**config.mk**
```make
export PLATFORM = sky130hd
export DESIGN_NAME = sample_stack_with_stats
export DESIGN_NICKNAME = d
export VERILOG_FILES = /design/src/hw/rtl/sss_pkg.sv /design/src/hw/rtl/sample_stack_with_stats.sv
export SDC_FILE = /design/constraint.sdc
export NUM_CORES = 1
export LEC_CHECK = 0
export ABC_AREA = 1
export BUFFER_PORTS_ARGS = -buffer_cell sky130_fd_sc_hd__buf_2
export CORE_ASPECT_RATIO = 1.25
export CORE_MARGIN = 2
export CORE_UTILIZATION = 55
export CTS_BUF_LIST = sky130_fd_sc_hd__clkbuf_16
export DETAILED_ROUTE_END_ITERATION = 6
export HOLD_SLACK_MARGIN = 0.08
export PLACE_DENSITY = 0.73
export SLEW_MARGIN = 20
export SYNTH_ARGS = -nofsm -noshare
export SYNTH_HDL_FRONTEND = slang
export SYNTH_SLANG_ARGS = --single-unit
```
**constraint.sdc**
```tcl
create_clock -name clk -period 5.3 [get_ports clk]
set_input_delay 0 -clock clk [delete_from_list [all_inputs] [get_ports clk]]
set_output_delay 0 -clock clk [all_outputs]
set_load 0.05 [all_outputs]
```
**src/hw/rtl/sss_pkg.sv**
```systemverilog
// Shared types and constants for the sample stack with statistics.
package sss_pkg;

    typedef enum logic [1:0] {
        CMD_PUSH  = 2'd0,
        CMD_POP   = 2'd1,
        CMD_CLEAR = 2'd2,
        CMD_QUERY = 2'd3
    } cmd_t;

    typedef enum logic [1:0] {
        ST_OK    = 2'd0,
        ST_FULL  = 2'd1,
        ST_EMPTY = 2'd2
    } status_t;

    typedef enum logic [2:0] {
        S_IDLE,
        S_INIT,
        S_UPD,
        S_SUMA,
        S_RANKA,
        S_DONE,
        S_OUT
    } fsm_t;

endpackage

```
**src/hw/rtl/sample_stack_with_stats.sv**
```systemverilog
// Top level: bounded sample stack with sum, mean and median statistics.
// After reset the block clears its store, writing zero to every entry, before it takes
// a command. Each command then runs from its input transfer to a valid result
// through an update step, a sum pass over the store, a rank walk for each entry
// where every entry is compared against every other through the single read
// port, with a register of the two middle values, and a step that loads the
// output register. The result waits in that register; the next command is taken
// in the cycle after that result has been transferred, so the block takes no new
// command before the last result has gone.
module sample_stack_with_stats
    import sss_pkg::*;
#(
    parameter int DEPTH = 16
)
(
    input  logic        clk,
    input  logic        rst_n,
    input  logic        s_tvalid,
    output logic        s_tready,
    input  logic [23:0] s_tdata,   // cmd[1:0], sample_in[17:2], zero pad
    output logic        m_tvalid,
    input  logic        m_tready,
    output logic [79:0] m_tdata    // status, popped, fill_count, total, mean, median, pad
);

    localparam int AW = (DEPTH > 1) ? $clog2(DEPTH) : 1;
    localparam int CW = $clog2(DEPTH + 1);
    localparam logic [AW:0] DEP = (AW + 1)'(DEPTH);
    localparam int LO = (DEPTH % 2 == 0) ? DEPTH / 2 - 1 : (DEPTH - 1) / 2;
    localparam int HI = DEPTH / 2;
    localparam int SW = 16 + AW;
    localparam int RS = SW + AW;
    localparam longint RM = ((longint'(1) << RS) + longint'(DEPTH) - 1) / longint'(DEPTH);
    localparam logic [RS-1:0] RM_V = RS'(RM);

    logic signed [15:0] mem [DEPTH];
    logic signed [15:0] rd_q;
    logic [AW-1:0] raddr, waddr;
    logic          we;
    logic signed [15:0] wdata;

    fsm_t state_reg, state_next;
    logic [CW-1:0] cnt_reg, cnt_next;
    logic [AW:0]   i_reg, i_next, j_reg, j_next;
    logic [1:0]    cmd_reg, cmd_next;
    logic signed [15:0] smp_reg, smp_next, cand_reg, cand_next;
    logic signed [15:0] lo_reg, lo_next, hi_reg, hi_next, pop_reg, pop_next;
    logic [AW:0]   less_reg, less_next, leq_reg, leq_next;
    logic signed [SW-1:0] sum_reg, sum_next;
    logic [SW-1:0] quo_reg, quo_next;
    status_t       st_reg, st_next;
    logic          ov_reg, ov_next;
    logic [79:0]   out_reg, out_next;

    always_ff @(posedge clk)
    begin
        if (we)
            mem[waddr] <= wdata;
        rd_q <= mem[raddr];
    end

    always_ff @(posedge clk or negedge rst_n)
    begin
        if (!rst_n)
        begin
            state_reg <= S_INIT;
            cnt_reg   <= '0;
            i_reg     <= '0;
            ov_reg    <= 1'b0;
        end
        else
        begin
            state_reg <= state_next;
            cnt_reg   <= cnt_next;
            i_reg     <= i_next;
            ov_reg    <= ov_next;
        end
    end

    always_ff @(posedge clk)
    begin
        j_reg <= j_next;      cmd_reg <= cmd_next;   smp_reg <= smp_next;
        cand_reg <= cand_next; lo_reg <= lo_next;    hi_reg <= hi_next;
        pop_reg <= pop_next;  less_reg <= less_next; leq_reg <= leq_next;
        sum_reg <= sum_next;  st_reg <= st_next;     out_reg <= out_next;
        quo_reg <= quo_next;
    end

    logic signed [16:0] mid;
    logic [SW-1:0]      mag;
    logic [SW+RS-1:0]   prod;
    logic signed [SW-1:0] mean_w;
    always_comb
    begin
        mid    = (HI == LO) ? 17'(lo_reg) : (17'(lo_reg) + 17'(hi_reg)) / 17'sd2;
        // divide the magnitude by DEPTH through a reciprocal multiply, then restore the sign;
        // the sum is stable long before the result is loaded
        mag    = sum_reg[SW-1] ? $unsigned(-sum_reg) : $unsigned(sum_reg);
        prod   = (SW + RS)'(mag) * (SW + RS)'(RM_V);
        quo_next = prod[SW+RS-1:RS];
        mean_w = sum_reg[SW-1] ? -$signed(quo_reg) : $signed(quo_reg);
    end

    always_comb
    begin
        state_next = state_reg; cnt_next = cnt_reg; i_next = i_reg; j_next = j_reg;
        cmd_next = cmd_reg; smp_next = smp_reg; cand_next = cand_reg;
        lo_next = lo_reg; hi_next = hi_reg; pop_next = pop_reg;
        less_next = less_reg; leq_next = leq_reg; sum_next = sum_reg;
        st_next = st_reg; ov_next = ov_reg; out_next = out_reg;
        raddr = i_reg[AW-1:0]; waddr = i_reg[AW-1:0]; we = 1'b0; wdata = '0;
        s_tready = (state_reg == S_IDLE);
        unique case (state_reg)
            S_INIT:
            begin
                we = 1'b1;
                i_next = i_reg + 1'b1;
                if (i_reg == DEP - 1'b1)
                begin
                    i_next = '0;
                    state_next = S_IDLE;
                end
            end
            S_IDLE:
            begin
                if (s_tvalid)
                begin
                    cmd_next = s_tdata[1:0];
                    smp_next = s_tdata[17:2];
                    // pop reads the top entry
                    raddr = AW'(cnt_reg - 1'b1);
                    state_next = S_UPD;
                end
            end
            S_UPD:
            begin
                st_next = ST_OK;
                pop_next = '0;
                case (cmd_t'(cmd_reg))
                    CMD_PUSH:
                    begin
                        we = 1'b1;
                        wdata = smp_reg;
                        if (cnt_reg == CW'(DEPTH))
                        begin
                            waddr = AW'(DEPTH - 1);
                            st_next = ST_FULL;
                        end
                        else
                        begin
                            waddr = AW'(cnt_reg);
                            cnt_next = cnt_reg + 1'b1;
                        end
                    end
                    CMD_POP:
                    begin
                        if (cnt_reg == '0)
                            st_next = ST_EMPTY;
                        else
                        begin
                            cnt_next = cnt_reg - 1'b1;
                            pop_next = rd_q;
                        end
                    end
                    CMD_CLEAR: cnt_next = '0;
                    default: ;
                endcase
                i_next = '0;
                sum_next = '0;
                state_next = S_SUMA;
            end
            S_SUMA:
            begin
                // i_reg addresses this cycle; data of i-1 arrives now
                raddr = i_reg[AW-1:0];
                if (i_reg != '0 && (i_reg - 1'b1) < (AW + 1)'(cnt_reg))
                    sum_next = sum_reg + SW'(rd_q);
                i_next = i_reg + 1'b1;
                if (i_reg == DEP)
                begin
                    i_next = '0;
                    j_next = '0;
                    less_next = '0;
                    leq_next = '0;
                    state_next = S_RANKA;
                end
            end
            S_RANKA:
            begin
                // j == 0 fetches candidate i; j>0 fetches entry j-1 to compare
                raddr = (j_reg == '0) ? i_reg[AW-1:0] : AW'(j_reg - 1'b1);
                if (j_reg == 1'b1)
                    cand_next = rd_q;
                else if (j_reg > 1'b1)
                begin
                    if (rd_q < cand_reg)  less_next = less_reg + 1'b1;
                    if (rd_q <= cand_reg) leq_next = leq_reg + 1'b1;
                end
                j_next = j_reg + 1'b1;
                if (j_reg == DEP + 1'b1)
                    state_next = S_DONE;
            end
            S_DONE:
            begin
                // rank interval [less, leq) holds sorted positions of the candidate
                if (less_reg <= (AW + 1)'(LO) && (AW + 1)'(LO) < leq_reg)
                    lo_next = cand_reg;
                if (less_reg <= (AW + 1)'(HI) && (AW + 1)'(HI) < leq_reg)
                    hi_next = cand_reg;
                j_next = '0;
                less_next = '0;
                leq_next = '0;
                i_next = i_reg + 1'b1;
                state_next = S_RANKA;
                if (i_reg == DEP - 1'b1)
                begin
                    i_next = '0;
                    state_next = S_OUT;
                end
            end
            S_OUT:
            begin
                if (!ov_reg)
                begin
                    out_next = {5'b0, 16'(mid), 16'(mean_w), 20'(sum_reg), 5'(cnt_reg),
                                pop_reg, st_reg};
                    ov_next = 1'b1;
                end
                else if (m_tready)
                begin
                    ov_next = 1'b0;
                    state_next = S_IDLE;
                end
            end
            default: state_next = S_IDLE;
        endcase
    end

    assign m_tvalid = ov_reg;
    assign m_tdata  = out_reg;

    a_ready_idle: assert property (@(posedge clk) disable iff (!rst_n)
        s_tready |-> !m_tvalid) else $error("input taken while result pending");
    a_cnt_range: assert property (@(posedge clk) disable iff (!rst_n)
        cnt_reg <= CW'(DEPTH)) else $error("fill count beyond depth");
    a_out_hold: assert property (@(posedge clk) disable iff (!rst_n)
        m_tvalid && !m_tready |=> $stable(m_tdata)) else $error("result changed");

endmodule
```
==> results by group, run 1 <==
Synth
  – Synthesized flop and latch total: 496
  – Cell variety after synth: 52
  – Mapped Cells: 2206
  – Most common cell in the netlist: nand2_1
  – Syn avg cell area: 10.3 um^2
  – Post-synth EDFFs: 450
  – FFs w/ async S/R, synth: 2.82%
  – Syn. warnings: 0
  – Post-synth top area share: 59.2%
  – Top cells by area, synth: edfxtp_1 (59%), nand2_1 (11%), nand3_1 (6.5%), ha_1 (4.1%), inv_1 (3.0%)
  – Primary FF master, synth: edfxtp_1
  – Synth cell count leaders: nand2_1 (651), edfxtp_1 (450), nand3_1 (297), inv_1 (182), nor2_1 (150)
  – Register area share after synthesis: 63.6%
  – Yosys top cell by area: edfxtp_1
  – Syn Std Cell Area: 22800 um^2

Pwr
  – Power density over the cells: 297 nW/um^2
  – Leakage: 9.86 nW
  – Total chip power: 7.63 mW
  – Max VDD drop: 337 uV

Finish
  – Post-layout util: 62.6%
  – Post-route cell area: 25700 um^2
  – Syn-to-layout area delta: 12.6%
  – Fin nets: 2436
  – Non-Filler Instances: 2924
  – N_diodes: 0
  – Max reg flops: 256
  – Share of layout cells above drive strength 1: 10.0%

Global routing
  – Total GRT Usage: 24.3%
  – Largest net degree at the start of global routing: 105
  – Vias in the first global route: 15401
  – Initial antenna violation count: 1
  – First-pass GRT wire length: 80600 um
  – GR Overflow Total: 0

Timing
  – Worst-Margin Slew: 1.17 ns
  – Max Clk Rate: 0.277 GHz
  – Pins Over Slew Limit: 0
  – RSZ-0062 raised after global routing: false
  – Final setup margin: 1.69 ns
  – Setup Total Neg Slack: 0 ns
  – Final setup vio count: 0
  – Final min period: 3.61 ns
  – Final period utilization: 68.1%
  – Clock Skew: 0.0159 ns
  – WHS: 0.139 ns
  – Hold Violations, Final: 0
  – Max_slew headroom: 21.8%

Critical path
  – Critical path startpoint category: flop
  – Crit Path Category: flop to flop
  – Worst-path fanout max: 90
  – FF-to-FF path depth: 15
  – Worst EP arrival: 4.11 ns
  – Crit-path slowest cell: nand2_4
  – Crit. Startpoint: state_reg[2]
  – Reg-to-reg endpoint: rd_q[14]
  – R2R Setup Slk: 1.69 ns
  – Cell breakdown of the critical path: inv_4, nand2_2, nor2_2, buf_4, nand2_1, nand2_1, clkinv_2, nand2_4, buf_4, nand2_1, nand2_1, nand2_1, nand3_1, nand3_1, nand2_1
  – Largest stage delay on the critical path: 0.87 ns
  – Req. time, crit path: 5.80 ns
  – Most common cell on crit path: nand2_1
  – Setup crit end: rd_q[14]
  – CP endpoint kind: flop
  – Reg2reg start: state_reg[2]

Floorplan
  – Die area: 43100 um^2
  – Row count: 83
  – Initial Utilization: 55.6%
  – Die H: 232 um
  – Core region area: 41000 um^2
  – IO Pins: 110
  – Die X: 186 um

Placed design
  – Routability cong.: 0.898
  – # port buffers: 98
  – Setup slack at placement: 1.71 ns
  – Post-DP HPWL: 32900 um
  – Placed Cells: 2811
  – Post-DP Area: 23900 um^2

Hold path
  – Hold crit path type: input port to flop

Flow run
  – Max-cap violations: 0

CTS
  – Depth of the CTS H-tree: 2
  – CTS buffer count: 48
  – Post-CTS Setup Bufs: 0
  – TritonCTS clock tree: built
  – Clock Pin Slew Worst Setup and Hold Paths: 0.06 ns
  – Clk Latency, worst-skew pair: 0.59 ns
  – Clk root buf: clkbuf_16
  – Clock Tree Buf Depth: 3
  – Clock Sink Count: 496
  – CTS resizes: 0

Drt
  – Via density: 5.42
  – Routed Antenna Nets: 0
  – DR iter-0 viols: 1274
  – Via count: 15855
  – Iteration count of the initial detailed-routing pass: 5
  – Routed len/inst: 17.5 um
  – DRC Markers: 0
  – Total Routed Length: 51200 um

Run status
  – Run status: finished, final reports clean
[repair_timing]
action                                  4_1_cts  5_1_grt
hold buffers                                 23        0
hold endpoints to repair                     54        0
endpoints found under the setup margin        0        0
[worst max-delay path, delay by kind of cell, from the launching register on]
kind | cells | cell delay [ns]
flip-flops | 1 | 0.50
buffers and inverters | 4 | 1.14
AND/OR/NAND/NOR | 11 | 1.83
[routing by layer]
layer  part of all wire [%]  routed length [um]  global-route usage (%)  vias to the layer above
li1                       -                   -                       -                     7738
met1                     39               19900                    29.3                     7488
met2                     51               26000                    42.6                      505
met3                    6.0                3070                    4.11                      122
met4                    4.4                2240                    11.0                        2
met5                  0.025                  13                       0                        -
[layout make-up]
| type | instances | area, um^2 |
|---|---|---|
| clock inverter | 41 | 353 |
| multi-input combinational | 1443 | 7230 |
| inverter | 191 | 721 |
| sequential | 496 | 14500 |
| tap | 552 | 691 |
| fill | 3246 | 15300 |
| clock buffer | 49 | 1230 |
| timing repair buffer | 152 | 961 |
[cell families after synthesis]
logic type / Yosys count / synth area share, %
xor+xnor: 55 / 2.11
buf+inv: 271 / 5.04
flops: 496 / 63.6
compound gates: 150 / 3.66
other cells: 1 / 0.0164
simple gates: 1157 / 21.3
fa+ha+maj: 76 / 4.23
[worst min path at each step]
stage                     start     endpoint  cells past startpoint
finish              s_tdata[14]  smp_reg[12]                      2
global route        s_tdata[13]  smp_reg[11]                      2
CTS                 s_tdata[13]  smp_reg[11]                      2
detailed placement        rst_n   cnt_reg[2]                      1
global placement          rst_n   cnt_reg[0]                      1
floorplan                 rst_n   cnt_reg[0]                      0
[cell usage in the layout, fill, tap and decap left out, drive strengths merged, types with 5 or more instances in the layout]
master         n
nand2        654
inv          202
and2           7
nor2         154
a21oi         70
conb           5
o21ai         54
ha            74
clkinvlp       6
xnor2         16
buf          129
clkinv        19
nor3          14
edfxtp       450
dlygate4sd3   23
bufinv         5
dfxtp         32
nor4           6
clkbuf        49
dfrtp         13
nand3        298
xor2          39
nand4         16
[power by group]
part | internal, mW | switching [mW] | total, mW
clock network | 1.94 | 1.46 | 3.39
registers | 4.20 | 0 | 4.20
logic | 0.0165 | 0.0159 | 0.0325
total | 6.16 | 1.47 | 7.63
(Power assumes the default switching activity.)
==> run 2: changes to the inputs <==
Clock period 5.3 ns to 3.6 ns, I/O delays scaled along.
==> results by group, run 2 (synthesized netlist as in run 1, its figures left out) <==
Critical path
  – Worst-path fanout max: 5 (-94%)
  – Critical path startpoint category: flop
  – Crit Path Category: flop to flop
  – CP endpoint kind: flop
  – FF-to-FF path depth: 19 (+4)
  – Req. time, crit path: 3.91 ns (-1.89 ns)
  – Worst EP arrival: 3.39 ns (-0.72 ns)

Pwr
  – Leakage: 10.0 nW (+1.7%)
  – Power density over the cells: 440 nW/um^2 (+48%)
  – Total chip power: 11.4 mW (+50%)
  – Max VDD drop: 432 uV (+28%)

Placed design
  – Placed Cells: 2836 (+0.89%)
  – Post-DP HPWL: 33100 um (+0.78%)
  – # port buffers: 98 (unchanged)
  – Routability cong.: 0.927 (+3.2%)

Timing
  – Max_slew headroom: 29.7% (+7.9 points)
  – Pins Over Slew Limit: 0 (unchanged)
  – Clock Skew: 0.0147 ns (-0.00114 ns)
  – Worst-Margin Slew: 1.05 ns (-0.123 ns)
  – Final min period: 3.08 ns (-0.526 ns)
  – Max Clk Rate: 0.325 GHz (+17%)
  – Final setup vio count: 0 (unchanged)
  – Hold Violations, Final: 0 (unchanged)
  – Setup Total Neg Slack: 0 ns (unchanged)
  – RSZ-0062 raised after global routing: false
  – Final period utilization: 85.6% (+18 points)

Finish
  – Share of layout cells above drive strength 1: 10.9% (+0.86 points)
  – Commonest non-fill, non-tap cell in the layout: nand2_1
  – Fillers: 3112 (-4.1%)
  – Fin nets: 2461 (+1.0%)
  – Non-Filler Instances: 2947 (+0.79%)
  – Register area: 14500 um^2 (unchanged)
  – Most frequent cells in the layout: nand2_1 (651), edfxtp_1 (450), nand3_1 (297), inv_1 (186), nor2_1 (149)
  – Syn-to-layout area delta: 13.9%
  – Multi-input gate area: 7220 um^2 (-0.24%)
  – N_diodes: 0 (unchanged)
  – Max reg flops: 256 (unchanged)

Drt
  – DRC Markers: 0 (unchanged)
  – Iteration count of the initial detailed-routing pass: 5 (unchanged)
  – DR iter-0 viols: 1267 (-0.55%)
  – Routed Antenna Nets: 0 (unchanged)
  – Routed len/inst: 17.4 um (-0.51%)
  – Via count: 16086 (+1.5%)
  – Total Routed Length: 51400 um (+0.27%)
  – Via density: 5.46 (+0.67%)

Global routing
  – Largest net degree at the start of global routing: 86 (-18%)
  – Initial antenna violation count: 0 (-1)
  – Vias in the first global route: 15326 (-0.49%)
  – First-pass GRT wire length: 80000 um (-0.70%)
  – Total GRT Usage: 24.0% (-0.27 points)
  – GR Overflow Total: 0 (unchanged)

Floorplan
  – IO Pins: 110 (unchanged)
  – Die X: 186 um (unchanged)
  – Die H: 232 um (unchanged)
  – Core region area: 41000 um^2 (unchanged)
  – Initial Utilization: 55.6% (unchanged)
  – Die area: 43100 um^2 (unchanged)
  – Row count: 83 (unchanged)

CTS
  – Clock Pin Slew Worst Setup and Hold Paths: 0.06 ns (about the same)
  – CTS buffer count: 48 (unchanged)
  – CTS resizes: 0 (unchanged)
  – Clock Sink Count: 496 (unchanged)
  – Clk root buf: clkbuf_16
  – Clk Latency, worst-skew pair: 0.56 ns (-0.03 ns)
  – Clock Tree Buf Depth: 3 (unchanged)
  – TritonCTS clock tree: built
  – Depth of the CTS H-tree: 2 (unchanged)
  – Hold Buf Count CTS: 23 (unchanged)
  – Post-CTS Setup Bufs: 0 (unchanged)

Flow run
  – Max-cap violations: 0 (unchanged)

Run status
  – Run status: finished, final reports clean

Hold path
  – Hold crit path type: input port to flop
  – Worst Hold Depth: 2 (unchanged)
[run 2: changes by cell type in the layout (fill, tap and decap cells not counted), moves of 3 or more]
| cell | change |
|---|---|
| clkinv_4 | -3 |
| inv_1 | -5 |
| inv_6 | -3 |
| buf_12 | +5 |
| buf_4 | +22 |
| clkinv_1 | +3 |
| bufinv_16 | +3 |
[run 2: final cells by class]
| cell class | count | share of cell area [%] |
|---|---|---|
| Sequential cell | 496 | 55.8 |
| Tap cell | 552 | 2.66 |
| Inverter | 191 | 2.77 |
| Multi-Input combinational cell | 1443 | 27.8 |
| Timing Repair Buffer | 177 | 4.63 |
| Clock buffer | 50 | 4.82 |
| Clock inverter | 38 | 1.53 |
[run 2: final timing paths]
kind                                  start      endpoint  slack [ns]
worst max-delay path              lo_reg[9]   m_tdata[73]        0.52
worst min-delay path            s_tdata[12]   smp_reg[10]        0.14
worst max register to register    lo_reg[9]   m_tdata[73]        0.52
worst min register to register   pop_reg[0]    m_tdata[2]        0.41
max in group asynchronous             rst_n      m_tvalid        1.97
min in group asynchronous             rst_n  state_reg[0]        0.53
[run 2: worst max-delay path: stages, from the launching register on]
cell and delay, ns:
edfxtp_1 0.37, ha_1 0.38, nand2_1 0.14, inv_1 0.05, nand2_1 0.06, nand2_1 0.06
a21oi_1 0.19, nand2_1 0.10, nand2_1 0.07, nand2_1 0.05, nand2_1 0.09, inv_1 0.06
nor2_1 0.10, ha_1 0.18, ha_1 0.19, nand3_1 0.14, nor3_1 0.36, nand3_1 0.12
nand2_1 0.08, nand2_1 0.05
[run 2: report_power, final]
part           internal (mW)  switching, mW  leakage (nW)  total, mW
clock                   3.10           2.10         0.815       5.20
combinational         0.0243         0.0232          5.60     0.0476
sequential              6.19              0          3.61       6.19
total                   9.31           2.13          10.0       11.4
[run 2: through the flow]
stage          hold WS [ns]  util [%]  worst slack, ns  instance area (um^2)
2_1_floorplan        -0.296         -            0.163                 22800
3_3_place_gp        -0.0687      58.8            0.545                 24100
3_5_place_dp        -0.0659      58.8            0.521                 24100
4_1_cts               0.130      63.3            0.492                 26000
5_1_grt               0.153      63.3            0.249                 26000
6_report              0.142      63.3            0.518                 26000
[run 2: metal layers]
metal | share of wire (%) | GRT usage (%)
met1 | 38 | 28.4
met3 | 5.8 | 3.34
met2 | 52 | 43.8
met5 | 0 | 0
met4 | 3.7 | 9.84
==> run 3: changes to the inputs <==
Settings changed: ABC_AREA 1 to default.
==> results by group, run 3 <==
Floorplan
  – Core region area: 39100 um^2 (-4.6%)
  – Row count: 81 (-2.4%)
  – IO Pins: 110 (unchanged)
  – Die area: 41300 um^2 (-4.2%)
  – Initial Utilization: 55.8% (+0.22 points)
  – Die H: 227 um (-2.1%)
  – Die X: 182 um (-2.1%)

CTS
  – TritonCTS clock tree: built
  – Clock Sink Count: 496 (unchanged)
  – Clk root buf: clkbuf_16
  – Clock Pin Slew Worst Setup and Hold Paths: 0.06 ns (about the same)
  – Clk Latency, worst-skew pair: 0.56 ns (about the same)
  – CTS buffer count: 48 (unchanged)
  – Depth of the CTS H-tree: 2 (unchanged)
  – Clock Tree Buf Depth: 3 (unchanged)

Drt
  – Routed len/inst: 19.8 um (+14%)
  – DRC Markers: 0 (unchanged)
  – Via count: 13485 (-16%)
  – Routed Antenna Nets: 0 (unchanged)
  – DR iter-0 viols: 957 (-24%)
  – Iteration count of the initial detailed-routing pass: 5 (unchanged)
  – Via density: 5.86 (+7.3%)
  – Total Routed Length: 45600 um (-11%)

Synth
  – Syn. warnings: 0 (unchanged)
  – Most common cell in the netlist: edfxtp_1
  – Synthesized flop and latch total: 496 (unchanged)
  – Primary FF master, synth: edfxtp_1
  – Cell variety after synth: 73 (+40%)
  – Top cells by area, synth: edfxtp_1 (62%), ha_1 (4.2%), a211oi_1 (4.2%), mux2i_1 (3.2%), dfxtp_1 (2.9%)
  – Syn Std Cell Area: 21800 um^2 (-4.3%)
  – Mapped Cells: 1596 (-28%)
  – Synth cell count leaders: edfxtp_1 (450), a211oi_1 (122), a21oi_1 (110), nor2_1 (85), nor2b_1 (80)
  – Register area share after synthesis: 66.4% (+2.8 points)
  – Post-synth top area share: 61.9% (+2.6 points)
  – FFs w/ async S/R, synth: 2.82% (unchanged)
  – Yosys top cell by area: edfxtp_1
  – Post-synth EDFFs: 450 (unchanged)
  – Syn avg cell area: 13.7 um^2 (+32%)

Critical path
  – Worst-path fanout max: 3 (-2)
  – Most common cell on crit path: ha_2
  – R2R Setup Slk: 0.08 ns (-0.43 ns)
  – FF-to-FF path depth: 17 (-2)
  – CP endpoint kind: flop
  – Crit-path slowest cell: fa_2
  – Reg-to-reg endpoint: m_tdata[65]
  – Count of cell instances traversed by the critical path: 17 (-2)
  – Crit. Startpoint: hi_reg[0]
  – Crit path max-delay family: compound AO/OA/AOI/OAI gates
  – Setup crit end: m_tdata[65]
  – Critical path startpoint category: flop
  – Reg2reg start: hi_reg[0]
  – Crit Path Category: flop to flop
  – Worst EP arrival: 3.83 ns (+0.44 ns)
  – WP buf/inv: 2 (unchanged)
  – Largest stage delay on the critical path: 0.35 ns (-0.03 ns)
  – Req. time, crit path: 3.91 ns (about the same)
  – Cell breakdown of the critical path: ha_2, inv_2, fa_2, nand2b_4, a211o_1, a221oi_2, o21ai_2, a21oi_2, nand2_1, a31oi_4, nor2b_1, ha_2, ha_4, or4b_4, buf_6, mux2i_2, xnor2_1

Timing
  – Final setup vio count: 0 (unchanged)
  – RSZ-0062 raised after global routing: true
  – Worst-Margin Slew: 0.760 ns (-0.290 ns)
  – Final period utilization: 97.7% (+12 points)
  – Max Clk Rate: 0.284 GHz (-12%)
  – Pins Over Slew Limit: 0 (unchanged)
  – Hold Violations, Final: 0 (unchanged)
  – Final min period: 3.52 ns (+0.434 ns)
  – Clock Skew: 0.0121 ns (-0.00259 ns)
  – Max_slew headroom: 49.3% (+20 points)

Placed design
  – # port buffers: 98 (unchanged)
  – Post-DP HPWL: 28800 um (-13%)
  – Routability cong.: 0.848 (-8.5%)
  – Placed Cells: 2192 (-23%)

Global routing
  – Vias in the first global route: 13455 (-12%)
  – Initial antenna violation count: 0 (unchanged)
  – GR Overflow Total: 0 (unchanged)
  – Total GRT Usage: 22.2% (-1.8 points)
  – Largest net degree at the start of global routing: 77 (-10%)
  – First-pass GRT wire length: 71200 um (-11%)

Finish
  – Share of layout cells above drive strength 1: 15.1% (+4.2 points)
  – N_diodes: 0 (unchanged)
  – Syn-to-layout area delta: 15.3%
  – Most frequent cells in the layout: edfxtp_1 (450), a211oi_1 (121), a21oi_1 (108), buf_2 (98), nor2_1 (84)
  – Max reg flops: 256 (unchanged)
  – Commonest non-fill, non-tap cell in the layout: edfxtp_1
  – Post-layout util: 64.4% (+1.0 points)
  – Fin nets: 1876 (-24%)
  – Non-Filler Instances: 2302 (-22%)

Pwr
  – Max VDD drop: 446 uV (+3.2%)
  – Leakage: 8.55 nW (-15%)
  – Power density over the cells: 431 nW/um^2 (-2.1%)

Flow run
  – Max-cap violations: 0 (unchanged)

Hold path
  – Hold crit path type: input port to flop

Run status
  – Run status: finished, final reports clean
==> run 3: cell types whose count changed after synthesis, moves of 19 or more <==
cell	change
a211oi_1	+121
xor2_1	-19
nor2b_1	+80
nor2_1	-65
a21oi_1	+42
clkbuf_1	+42
inv_1	-118
nand2_1	-593
xnor2_1	+40
and3_1	+22
buf_2	-45
nand3_1	-280
mux2i_1	+69
==> run 3: worst min path at each step <==
stage	start	endpoint	slack, ns	cells past startpoint
final	s_tdata[11]	smp_reg[9]	0.15	2
after global routing	s_tdata[11]	smp_reg[9]	0.14	2
after CTS	s_tdata[11]	smp_reg[9]	0.12	2
after detailed placement	rst_n	cnt_reg[2]	-0.06	1
after global placement	rst_n	cnt_reg[2]	-0.08	1
after floorplan	rst_n	cnt_reg[0]	-0.30	0
==> run 3: through the flow <==
step / hold slack, ns / setup slack [ns] / total power, mW / instance area [um^2] / setup TNS, ns
5_1_grt: 0.138 / -0.0946 / 11.2 / 25200 / -0.256
4_1_cts: 0.120 / 0.00313 / 10.9 / 25100 / 0
3_5_place_dp: -0.0649 / -0.207 / 6.34 / 23400 / -0.820
2_1_floorplan: -0.296 / 0.00934 / 6.33 / 21900 / 0
3_3_place_gp: -0.0785 / -0.0781 / 6.34 / 23400 / -0.129
6_report: 0.151 / 0.0841 / 10.8 / 25200 / 0
==> run 3: cell type report <==
class | count | area (um^2)
clock inverter | 33 | 199
inverter | 64 | 240
sequential | 496 | 14500
multi-input combinational | 967 | 6980
timing repair buffer | 195 | 1410
fill | 2825 | 13900
clock buffer | 49 | 1230
tap | 498 | 623
==> run 3: where the power goes <==
part | internal, mW | switching [mW] | total [mW]
clock | 2.59 | 2.02 | 4.61
combinational | 0.0249 | 0.0254 | 0.0503
sequential | 6.19 | 0 | 6.19
total | 8.80 | 2.05 | 10.8
==> run 3: cells by family after synthesis <==
kind of cell               share of synthesized area, %
AOI/OAI and AO/OA                                  10.9
buffers and inverters                              2.54
other                                            0.0172
xor gates and xnor gates                           3.05
adders and majority gates                          4.42
and+or+nand+nor                                    9.44
DFF                                                66.4
muxes                                              3.27
==> run 3: routing by layer <==
metal,vias to the layer above,GRT usage (%),wire length [um]
met5,-,0,0
met4,0,9.78,1830
met3,124,3.26,2300
met2,403,39.3,23000
met1,6558,27.2,18500
li1,6400,-,-
==> run 3: timing repair <==
item / CTS / global route
setup endpoints to repair: 9 / 10
resized for setup: 13 / 14
endpoints found under the hold margin: 35 / 0
hold buffers: 23 / 0
setup buffers: 2 / 3
pin swaps: 7 / 13
==> run 3: worst register-to-register path, cell delays in order, from the launching register on <==
cell and delay (ns):
edfxtp_1 0.33, ha_2 0.18, inv_2 0.04, fa_2 0.35, nand2b_4 0.15, a211o_1 0.30
a221oi_2 0.31, o21ai_2 0.09, a21oi_2 0.17, nand2_1 0.11, a31oi_4 0.19, nor2b_1 0.07
ha_2 0.21, ha_4 0.16, or4b_4 0.21, buf_6 0.09, mux2i_2 0.21, xnor2_1 0.10
